==> src/rtl/rwg_pkg.sv <==
// Package for the RMS weighted greyscale block: widths, register codes,
// reset weights and the square-root step function.
// No dependencies.
package rwg_pkg;

    localparam int PIX_W       = 8;
    localparam int WEIGHT_W    = 17;
    localparam int SQ_W        = 2 * PIX_W;
    localparam int PROD_W      = WEIGHT_W + SQ_W;
    localparam int PAIR_W      = PROD_W + 1;
    localparam int SUM_W       = PROD_W + 2;
    localparam int FRAC_W      = 16;
    localparam int VALUE_W     = 2 * PIX_W;
    localparam int REM_W       = PIX_W + 3;
    localparam int ROOT_STEPS  = 2;
    localparam int ROOT_STAGES = PIX_W / ROOT_STEPS;

    localparam int APB_AW = 4;
    localparam int APB_DW = 32;

    localparam logic [1:0] REG_WEIGHT_RED   = 2'd0;
    localparam logic [1:0] REG_WEIGHT_GREEN = 2'd1;
    localparam logic [1:0] REG_WEIGHT_BLUE  = 2'd2;

    localparam logic [WEIGHT_W-1:0] RST_WEIGHT_RED   = 17'd19595;
    localparam logic [WEIGHT_W-1:0] RST_WEIGHT_GREEN = 17'd38470;
    localparam logic [WEIGHT_W-1:0] RST_WEIGHT_BLUE  = 17'd7471;

    localparam logic [PIX_W-1:0] GREY_MAX = '1;

    typedef struct packed {
        logic [REM_W-1:0]   rem;
        logic [PIX_W-1:0]   q;
        logic [VALUE_W-1:0] x;
    } t_root;

    // one restoring step: bring down two bits, try (4q + 1)
    function automatic t_root root_step(input t_root st);
        t_root            res;
        logic [REM_W-1:0] rem2;
        logic [REM_W-1:0] trial;
        rem2  = {st.rem[REM_W-3:0], st.x[VALUE_W-1 -: 2]};
        trial = {1'b0, st.q, 2'b01};
        res.x = {st.x[VALUE_W-3:0], 2'b00};
        if (rem2 >= trial) begin
            res.rem = rem2 - trial;
            res.q   = {st.q[PIX_W-2:0], 1'b1};
        end else begin
            res.rem = rem2;
            res.q   = {st.q[PIX_W-2:0], 1'b0};
        end
        return res;
    endfunction

endpackage

==> src/rtl/rwg_if.sv <==
// Stream interfaces of the greyscale block: RGB pixel words in, grey words out.
// Depends on rwg_pkg.
interface rwg_pix_if;
    logic                      valid;
    logic                      ready;
    logic [rwg_pkg::PIX_W-1:0] red;
    logic [rwg_pkg::PIX_W-1:0] green;
    logic [rwg_pkg::PIX_W-1:0] blue;

    modport source (output valid, red, green, blue, input ready);
    modport sink   (input valid, red, green, blue, output ready);
endinterface

interface rwg_grey_if;
    logic                      valid;
    logic                      ready;
    logic [rwg_pkg::PIX_W-1:0] grey;

    modport source (output valid, grey, input ready);
    modport sink   (input valid, grey, output ready);
endinterface

==> src/rtl/rwg_root.sv <==
// Pipelined integer square root of a 16-bit value, two root bits per stage,
// with saturation of the result. Depends on rwg_pkg.
module rwg_root (
    input  logic                        i_clk,
    input  logic                        i_rst_n,
    input  logic                        i_valid,
    output logic                        o_ready,
    input  logic [rwg_pkg::VALUE_W-1:0] i_value,
    input  logic                        i_sat,
    output logic                        o_valid,
    input  logic                        i_ready,
    output logic [rwg_pkg::PIX_W-1:0]   o_grey
);

    localparam int LAST = rwg_pkg::ROOT_STAGES - 1;

    logic [LAST:0]  r_v;
    logic [LAST:0]  r_sat;
    rwg_pkg::t_root r_st [rwg_pkg::ROOT_STAGES];

    logic [LAST:0]  w_rdy;
    logic [LAST:0]  w_src_v;
    logic [LAST:0]  w_src_sat;
    rwg_pkg::t_root w_src [rwg_pkg::ROOT_STAGES];
    rwg_pkg::t_root n_st  [rwg_pkg::ROOT_STAGES];

    always_comb begin
        w_src[0]     = '{rem: '0, q: '0, x: i_value};
        w_src_v[0]   = i_valid;
        w_src_sat[0] = i_sat;
        for (int s = 1; s < rwg_pkg::ROOT_STAGES; s++) begin
            w_src[s]     = r_st[s-1];
            w_src_v[s]   = r_v[s-1];
            w_src_sat[s] = r_sat[s-1];
        end
        for (int s = 0; s < rwg_pkg::ROOT_STAGES; s++) begin
            n_st[s] = w_src[s];
            for (int k = 0; k < rwg_pkg::ROOT_STEPS; k++) begin
                n_st[s] = rwg_pkg::root_step(n_st[s]);
            end
        end
    end

    always_comb begin
        w_rdy[LAST] = !r_v[LAST] || i_ready;
        for (int s = LAST - 1; s >= 0; s--) begin
            w_rdy[s] = !r_v[s] || w_rdy[s+1];
        end
    end

    always_ff @(posedge i_clk) begin
        if (!i_rst_n) begin
            r_v <= '0;
        end else begin
            for (int s = 0; s < rwg_pkg::ROOT_STAGES; s++) begin
                if (w_rdy[s]) begin
                    r_v[s] <= w_src_v[s];
                end
            end
        end
    end

    // advance payload with its valid bit
    always_ff @(posedge i_clk) begin
        for (int s = 0; s < rwg_pkg::ROOT_STAGES; s++) begin
            if (w_rdy[s]) begin
                r_st[s]  <= n_st[s];
                r_sat[s] <= w_src_sat[s];
            end
        end
    end

    assign o_ready = w_rdy[0];
    assign o_valid = r_v[LAST];
    assign o_grey  = r_sat[LAST] ? rwg_pkg::GREY_MAX : r_st[LAST].q;

`ifndef ASSERT_OFF
    a_rem_first: assert property (@(posedge i_clk) disable iff (!i_rst_n)
        r_v[0] |-> (r_st[0].rem <= {2'b00, r_st[0].q, 1'b0}))
        else $error("root remainder exceeds bound in first stage");

    a_rem_last: assert property (@(posedge i_clk) disable iff (!i_rst_n)
        r_v[LAST] |-> (r_st[LAST].rem <= {2'b00, r_st[LAST].q, 1'b0}))
        else $error("root remainder exceeds bound in last stage");

    a_out_hold: assert property (@(posedge i_clk) disable iff (!i_rst_n)
        o_valid && !i_ready |=> o_valid && $stable(o_grey))
        else $error("stalled grey word lost or changed");
`endif

endmodule

==> src/rtl/rms_weighted_greyscale.sv <==
// An accepted pixel word passes stages 1 to 4 and then the root stages before its grey word leaves.
// Throughput: one word per cycle; a stall at the output fills bubbles first.
// Stages: squares, weighted products, two-step sum, four root stages.
// Reset (synchronous, active low) empties the pipeline and loads the
// BT.601 weights. Depends on rwg_pkg, rwg_if and rwg_root.
module rms_weighted_greyscale (
    input  logic                       i_clk,
    input  logic                       i_rst_n,
    rwg_pix_if.sink                    i_pix,
    rwg_grey_if.source                 o_grey,
    input  logic                       psel,
    input  logic                       penable,
    input  logic                       pwrite,
    input  logic [rwg_pkg::APB_AW-1:0] paddr,
    input  logic [rwg_pkg::APB_DW-1:0] pwdata,
    output logic [rwg_pkg::APB_DW-1:0] prdata,
    output logic                       pready
);

    logic [rwg_pkg::WEIGHT_W-1:0] r_weight_red;
    logic [rwg_pkg::WEIGHT_W-1:0] r_weight_green;
    logic [rwg_pkg::WEIGHT_W-1:0] r_weight_blue;

    logic                         w_wr;
    logic [1:0]                   w_idx;

    assign pready = 1'b1;
    assign w_wr   = psel && penable && pwrite;
    assign w_idx  = paddr[3:2];

    always_ff @(posedge i_clk) begin
        if (!i_rst_n) begin
            r_weight_red   <= rwg_pkg::RST_WEIGHT_RED;
            r_weight_green <= rwg_pkg::RST_WEIGHT_GREEN;
            r_weight_blue  <= rwg_pkg::RST_WEIGHT_BLUE;
        end else if (w_wr) begin
            case (w_idx)
                rwg_pkg::REG_WEIGHT_RED: begin
                    r_weight_red <= pwdata[rwg_pkg::WEIGHT_W-1:0];
                end
                rwg_pkg::REG_WEIGHT_GREEN: begin
                    r_weight_green <= pwdata[rwg_pkg::WEIGHT_W-1:0];
                end
                rwg_pkg::REG_WEIGHT_BLUE: begin
                    r_weight_blue <= pwdata[rwg_pkg::WEIGHT_W-1:0];
                end
                default: begin
                end
            endcase
        end
    end

    always_comb begin
        case (w_idx)
            rwg_pkg::REG_WEIGHT_RED:   prdata = rwg_pkg::APB_DW'(r_weight_red);
            rwg_pkg::REG_WEIGHT_GREEN: prdata = rwg_pkg::APB_DW'(r_weight_green);
            rwg_pkg::REG_WEIGHT_BLUE:  prdata = rwg_pkg::APB_DW'(r_weight_blue);
            default:                   prdata = '0;
        endcase
    end

    // stage 1: squares
    logic                      r_v1;
    logic [rwg_pkg::SQ_W-1:0]  r_sq_r1;
    logic [rwg_pkg::SQ_W-1:0]  r_sq_g1;
    logic [rwg_pkg::SQ_W-1:0]  r_sq_b1;
    // stage 2: weighted products
    logic                       r_v2;
    logic [rwg_pkg::PROD_W-1:0] r_p_r2;
    logic [rwg_pkg::PROD_W-1:0] r_p_g2;
    logic [rwg_pkg::PROD_W-1:0] r_p_b2;
    // stage 3: partial sum
    logic                       r_v3;
    logic [rwg_pkg::PAIR_W-1:0] r_p_rg3;
    logic [rwg_pkg::PROD_W-1:0] r_p_b3;
    // stage 4: scaled sum and overflow flag
    logic                        r_v4;
    logic [rwg_pkg::VALUE_W-1:0] r_val4;
    logic                        r_sat4;

    logic                        w_rdy1;
    logic                        w_rdy2;
    logic                        w_rdy3;
    logic                        w_rdy4;
    logic                        w_root_ready;
    logic [rwg_pkg::SUM_W-1:0]   w_sum;

    assign w_rdy4 = !r_v4 || w_root_ready;
    assign w_rdy3 = !r_v3 || w_rdy4;
    assign w_rdy2 = !r_v2 || w_rdy3;
    assign w_rdy1 = !r_v1 || w_rdy2;

    assign i_pix.ready = w_rdy1;

    assign w_sum = {1'b0, r_p_rg3} + {2'b00, r_p_b3};

    always_ff @(posedge i_clk) begin
        if (!i_rst_n) begin
            r_v1 <= 1'b0;
            r_v2 <= 1'b0;
            r_v3 <= 1'b0;
            r_v4 <= 1'b0;
        end else begin
            if (w_rdy1) begin
                r_v1 <= i_pix.valid;
            end
            if (w_rdy2) begin
                r_v2 <= r_v1;
            end
            if (w_rdy3) begin
                r_v3 <= r_v2;
            end
            if (w_rdy4) begin
                r_v4 <= r_v3;
            end
        end
    end

    always_ff @(posedge i_clk) begin
        if (w_rdy1) begin
            r_sq_r1 <= i_pix.red * i_pix.red;
            r_sq_g1 <= i_pix.green * i_pix.green;
            r_sq_b1 <= i_pix.blue * i_pix.blue;
        end
        if (w_rdy2) begin
            r_p_r2 <= r_weight_red * r_sq_r1;
            r_p_g2 <= r_weight_green * r_sq_g1;
            r_p_b2 <= r_weight_blue * r_sq_b1;
        end
        if (w_rdy3) begin
            r_p_rg3 <= {1'b0, r_p_r2} + {1'b0, r_p_g2};
            r_p_b3  <= r_p_b2;
        end
        if (w_rdy4) begin
            r_val4 <= w_sum[rwg_pkg::FRAC_W +: rwg_pkg::VALUE_W];
            r_sat4 <= |w_sum[rwg_pkg::SUM_W-1:rwg_pkg::FRAC_W + rwg_pkg::VALUE_W];
        end
    end

    rwg_root u_root (
        .i_clk   (i_clk),
        .i_rst_n (i_rst_n),
        .i_valid (r_v4),
        .o_ready (w_root_ready),
        .i_value (r_val4),
        .i_sat   (r_sat4),
        .o_valid (o_grey.valid),
        .i_ready (o_grey.ready),
        .o_grey  (o_grey.grey)
    );

`ifndef ASSERT_OFF
    a_hold_stage1: assert property (@(posedge i_clk) disable iff (!i_rst_n)
        r_v1 && !w_rdy2 |=> r_v1 && $stable(r_sq_r1) && $stable(r_sq_g1)
            && $stable(r_sq_b1))
        else $error("stalled square word lost or changed");

    a_hold_stage4: assert property (@(posedge i_clk) disable iff (!i_rst_n)
        r_v4 && !w_root_ready |=> r_v4 && $stable(r_val4) && $stable(r_sat4))
        else $error("stalled sum word lost or changed");

    a_weight_write: assert property (@(posedge i_clk) disable iff (!i_rst_n)
        w_wr && (w_idx == rwg_pkg::REG_WEIGHT_GREEN)
        |=> r_weight_green == $past(pwdata[rwg_pkg::WEIGHT_W-1:0]))
        else $error("green weight write not taken");
`endif

endmodule

==> src/flat_wrapper.sv <==
// flat-port wrapper written by rule: the top's interface ports become plain ports
module rms_weighted_greyscale_flat 
  (i_clk, i_rst_n, psel, penable, pwrite, paddr, pwdata, prdata, pready, i_pix_valid, i_pix_red, i_pix_green, i_pix_blue, i_pix_ready, o_grey_valid, o_grey_grey, o_grey_ready);
  rwg_pix_if i_pix_i ();
  rwg_grey_if o_grey_i ();
  input  logic i_clk;
  input  logic i_rst_n;
  input  logic psel;
  input  logic penable;
  input  logic pwrite;
  input  logic [rwg_pkg::APB_AW-1:0] paddr;
  input  logic [rwg_pkg::APB_DW-1:0] pwdata;
  output logic [rwg_pkg::APB_DW-1:0] prdata;
  output logic pready;
  input wire logic [$bits(i_pix_i.valid)-1:0] i_pix_valid;
  input wire logic [$bits(i_pix_i.red)-1:0] i_pix_red;
  input wire logic [$bits(i_pix_i.green)-1:0] i_pix_green;
  input wire logic [$bits(i_pix_i.blue)-1:0] i_pix_blue;
  output wire logic [$bits(i_pix_i.ready)-1:0] i_pix_ready;
  output wire logic [$bits(o_grey_i.valid)-1:0] o_grey_valid;
  output wire logic [$bits(o_grey_i.grey)-1:0] o_grey_grey;
  input wire logic [$bits(o_grey_i.ready)-1:0] o_grey_ready;
  assign i_pix_i.valid = i_pix_valid;
  assign i_pix_i.red = i_pix_red;
  assign i_pix_i.green = i_pix_green;
  assign i_pix_i.blue = i_pix_blue;
  assign i_pix_ready = i_pix_i.ready;
  assign o_grey_valid = o_grey_i.valid;
  assign o_grey_grey = o_grey_i.grey;
  assign o_grey_i.ready = o_grey_ready;
  rms_weighted_greyscale u_core (.i_clk(i_clk), .i_rst_n(i_rst_n), .i_pix(i_pix_i), .o_grey(o_grey_i), .psel(psel), .penable(penable), .pwrite(pwrite), .paddr(paddr), .pwdata(pwdata), .prdata(prdata), .pready(pready));
endmodule
==> config.mk <==
export PLATFORM = sky130hd
export DESIGN_NAME = rms_weighted_greyscale_flat
export DESIGN_NICKNAME = d
export VERILOG_FILES = /design/src/rtl/rwg_pkg.sv /design/src/rtl/rwg_if.sv /design/src/rtl/rwg_root.sv /design/src/rtl/rms_weighted_greyscale.sv /design/src/flat_wrapper.sv
export SDC_FILE = /design/constraint.sdc
export NUM_CORES = 2
export LEC_CHECK = 0
export CORE_UTILIZATION = 60
export DETAILED_ROUTE_END_ITERATION = 10
export DONT_BUFFER_PORTS = 1
export GPL_TIMING_DRIVEN = 0
export HOLD_SLACK_MARGIN = 0.08
export PLACE_DENSITY = 0.76
export SYNTH_ARGS = -nofsm -noshare
export SYNTH_HDL_FRONTEND = slang
export SYNTH_SLANG_ARGS = --single-unit
==> constraint.sdc <==
create_clock -name i_clk -period 9 [get_ports i_clk]
set_input_delay 0.45 -clock i_clk [delete_from_list [all_inputs] [get_ports i_clk]]
set_output_delay 0.45 -clock i_clk [all_outputs]
set_load 0.03 [all_outputs]
==> out/results.md <==
### Run status
• **result of the run** complete, but fails checks
• **violated checks** capacitance limit, slew limit

### STA
• **worst slew margin relative to its limit** -0.01558
• **number of pins with negative max-slew slack in the final report** 1
• **final period demand of the worst path** 7.374 ns
• **setup-violating endpoint count in the final report** 0
• **unrepaired setup endpoints after global routing** no
• **Worst Max-Slew Pin Slew** 1.507 ns
• **highest attainable clock frequency** 135.6 MHz
• **period utilization** 0.8194
• **number of hold violations in the final report** 0
• **setup TNS after final layout** 0 ns
• **clock skew after layout** 0.02704 ns

### Global route
• **met1 Usage GRT** 0.4044
• **initial antenna violation count** 15
• **global-route track usage on met2** 0.4912
• **met3 Use GR** 0.06010
• **global-route layer with the greatest usage** met2
• **vias in the first global route** 35030
• **global-route wire length before repair** 185500 um
• **grt ovf** 0
• **total routing resource utilization after global routing** 0.3053
• **pin count of the biggest net entering global routing** 56

### Clock tree
• **Clock Path Buffers** 3
• **Num Clock Sinks** 360
• **Skew-Pair Late Insertion Delay** 0.60 ns
• **clock tree root buffer cell** sky130_fd_sc_hd__clkbuf_16
• **CTS tree** done
• **clock slew seen by the registers of the worst setup and hold paths** 0.05 ns
• **H-tree levels** 2
• **# resized after CTS** 0
• **number of buffers added by the clock tree synthesis step** 43

### Floorplan
• **Core Area** 77340 um^2
• **Initial Util** 0.6049
• **Die Outline Area** 79100 um^2
• **horizontal die dimension** 281.2 um
• **io pins** 110
• **number of core rows** 102
• **Die Height** 281.2 um

### Critical path
• **count of cells along the worst register-to-register path** 23
• **Critical Path Sink Type** flop
• **class of the most critical setup path** flop to flop
• **WP data arrival** 7.72 ns
• **CP Launch Point** u_core.r_weight_red[7]
• **source of the worst register-to-register timing path** u_core.r_weight_red[7]
• **largest fanout of any net on the critical path** 10
• **required time worst endpoint** 9.35 ns
• **startpoint type of the worst setup path** flop

### Min path
• **Hold Crit Depth** 1
• **class of the most critical hold timing path** primary input to flop
• **hold wc startpoint** i_pix_green[1]

### Place
• **total placed cells including tap cells** 5862
• **sum of net half-perimeters after detailed placement** 93720 um
• **Final GP Congestion** 0.9751
• **buffers added on ports** 0

### Detailed routing
• **number of optimization iterations in the first detailed-route pass** 7
• **number of vias per cell after detailed routing** 5.649
• **Final ANT Viol Nets** 0
• **routed length per placed instance** 19.39 um
• **total via count after detailed routing** 33720
• **post-route DRC violation count** 0
• **drt initial violations** 2728
• **final wirelength** 115700 um

### Layout
• **Layout fillers** 6276
• **commonest non-fill, non-tap cell in the layout** sky130_fd_sc_hd__inv_1
• **top library cells by usage in the layout, fill and taps aside** sky130_fd_sc_hd__inv_1, sky130_fd_sc_hd__fa_1, sky130_fd_sc_hd__nand2_1, sky130_fd_sc_hd__ha_1, sky130_fd_sc_hd__and2_1
• **number of non-filler instances in the completed layout** 5970
• **number of nets in the final layout** 6148
• **Layout Area Growth over Synthesis** 6.731%
• **ratio of cells with drive above 1 in the final layout** 0.03048

### Synth
• **total standard cell area after synthesis** 46780 um^2
• **number of enable-type register cells in the synthesized netlist** 301
• **gate count of the mapped netlist** 4793
• **Post-Synthesis Mean Instance Area** 9.761 um^2
• **yosys warns** 0
• **Unique masters post-synth** 86
• **leading post-synthesis cells by cell area** sky130_fd_sc_hd__fa_1, sky130_fd_sc_hd__edfxtp_1, sky130_fd_sc_hd__ha_1
• **cell type with the largest total area after synthesis** sky130_fd_sc_hd__fa_1
• **fraction of registers with async set or reset after synthesis** 0
• **part of the Yosys area used for sequential elements** 0.2184
• **share of the synthesized area in the top cell type** 0.2803
• **register bit count reported by yosys** 360
• **Primary FF master, synth** sky130_fd_sc_hd__edfxtp_1

### Run
• **maximum capacitance violations** 1

## timing repair
item	CTS	global route
setup endpoints to repair	0	0
hold buffers	21	0
endpoints found under the hold margin	57	0
setup buffers	0	0
## layer usage
metal	share of wire	vias up
met5	0.00069	-
met4	0.045	14
met3	0.095	335
met2	0.46	1362
met1	0.40	16620
li1	-	15390
## flip-flops by register name, indices dropped and copies added (netlist names), 17 cells and up
| register | flops |
|---|---|
| u_core.r_p_b3 | 33 |
| u_core.r_weight_blue | 17 |
| u_core.r_p_b2 | 33 |
| u_core.r_weight_red | 17 |
| u_core.r_p_g2 | 33 |
| u_core.r_p_r2 | 33 |
| u_core.r_p_rg3 | 34 |
| u_core.u_root.r_st | 69 |
| u_core.r_weight_green | 17 |
## cell usage after synthesis (all sizes together) (68+ instances only)
| library cell | instances |
|---|---|
| a21oi | 154 |
| ha | 538 |
| xnor2 | 157 |
| clkbuf | 137 |
| nor2 | 121 |
| and2 | 457 |
| a21o | 68 |
| nand2 | 586 |
| inv | 909 |
| edfxtp | 301 |
| o21ai | 103 |
| fa | 655 |
## cell type report
cell class              count  area (um^2)  share of cell area
diodes                      8        20.02           0.0004009
plain buffers             160        673.1             0.01348
clock buffers              50         1112             0.02228
clock inverters            29        327.8            0.006565
inverters                 909         3415             0.06838
multi-input cells        3386        32570              0.6523
flip-flops and latches    360        10220              0.2047
well taps                1040         1301             0.02606
repair buffers             28        295.3            0.005913
## final timing paths
kind	slack, ns	end
setup reg to reg	1.63	u_core.r_p_r2[31]
setup / recovery	1.63	u_core.r_p_r2[31]
hold / removal	0.10	u_core.r_sq_g1[2]
hold reg to reg	0.42	u_core.r_p_b3[32]
## through the flow
stage               setup WS, ns  utilization  hold slack, ns  cell area [um^2]
floorplan                  2.740            -          0.4003             46870
global placement           1.763       0.6228          0.4003             48170
detailed placement         1.730       0.6241          0.4045             48260
CTS                        1.746       0.6454         0.08180             49910
global route               1.377       0.6456         0.08795             49930
finish                     1.626       0.6457          0.1040             49930
## cell families (layout without fill, tap and decap cells)
family / after synthesis / in the layout / synth area share
AO/OA/AOI/OAI: 524 / 524 / 0.07515
XOR/XNOR: 213 / 213 / 0.03987
adder cells (fa/ha/maj): 1193 / 1193 / 0.4242
buffers and inverters: 1069 / 1176 / 0.08732
flip-flops: 360 / 360 / 0.2184
multiplexers: 28 / 28 / 0.006151
other: 2 / 32 / 0.0001605
AND/OR/NAND/NOR: 1404 / 1404 / 0.1487
## worst max-delay path: stages, from the launching register on
cell and delay [ns]:
sky130_fd_sc_hd__dfxtp_1 0.71, sky130_fd_sc_hd__clkbuf_1 0.61, sky130_fd_sc_hd__nand2_1 0.19, sky130_fd_sc_hd__fa_1 0.57, sky130_fd_sc_hd__inv_1 0.06, sky130_fd_sc_hd__fa_1 0.50, sky130_fd_sc_hd__inv_1 0.06, sky130_fd_sc_hd__fa_1 0.53
sky130_fd_sc_hd__inv_1 0.05, sky130_fd_sc_hd__fa_1 0.45, sky130_fd_sc_hd__fa_1 0.50, sky130_fd_sc_hd__inv_1 0.06, sky130_fd_sc_hd__fa_1 0.47, sky130_fd_sc_hd__inv_1 0.06, sky130_fd_sc_hd__ha_1 0.34, sky130_fd_sc_hd__a21o_1 0.18
sky130_fd_sc_hd__a21o_1 0.23, sky130_fd_sc_hd__o41ai_2 0.20, sky130_fd_sc_hd__a31oi_1 0.12, sky130_fd_sc_hd__a211oi_2 0.39, sky130_fd_sc_hd__o21ai_1 0.19, sky130_fd_sc_hd__a31o_1 0.31, sky130_fd_sc_hd__a221oi_2 0.27, sky130_fd_sc_hd__xnor2_1 0.08
Power is not shown: default switching activity piles up to over one toggle a cycle in this logic, so the estimate is an artifact.
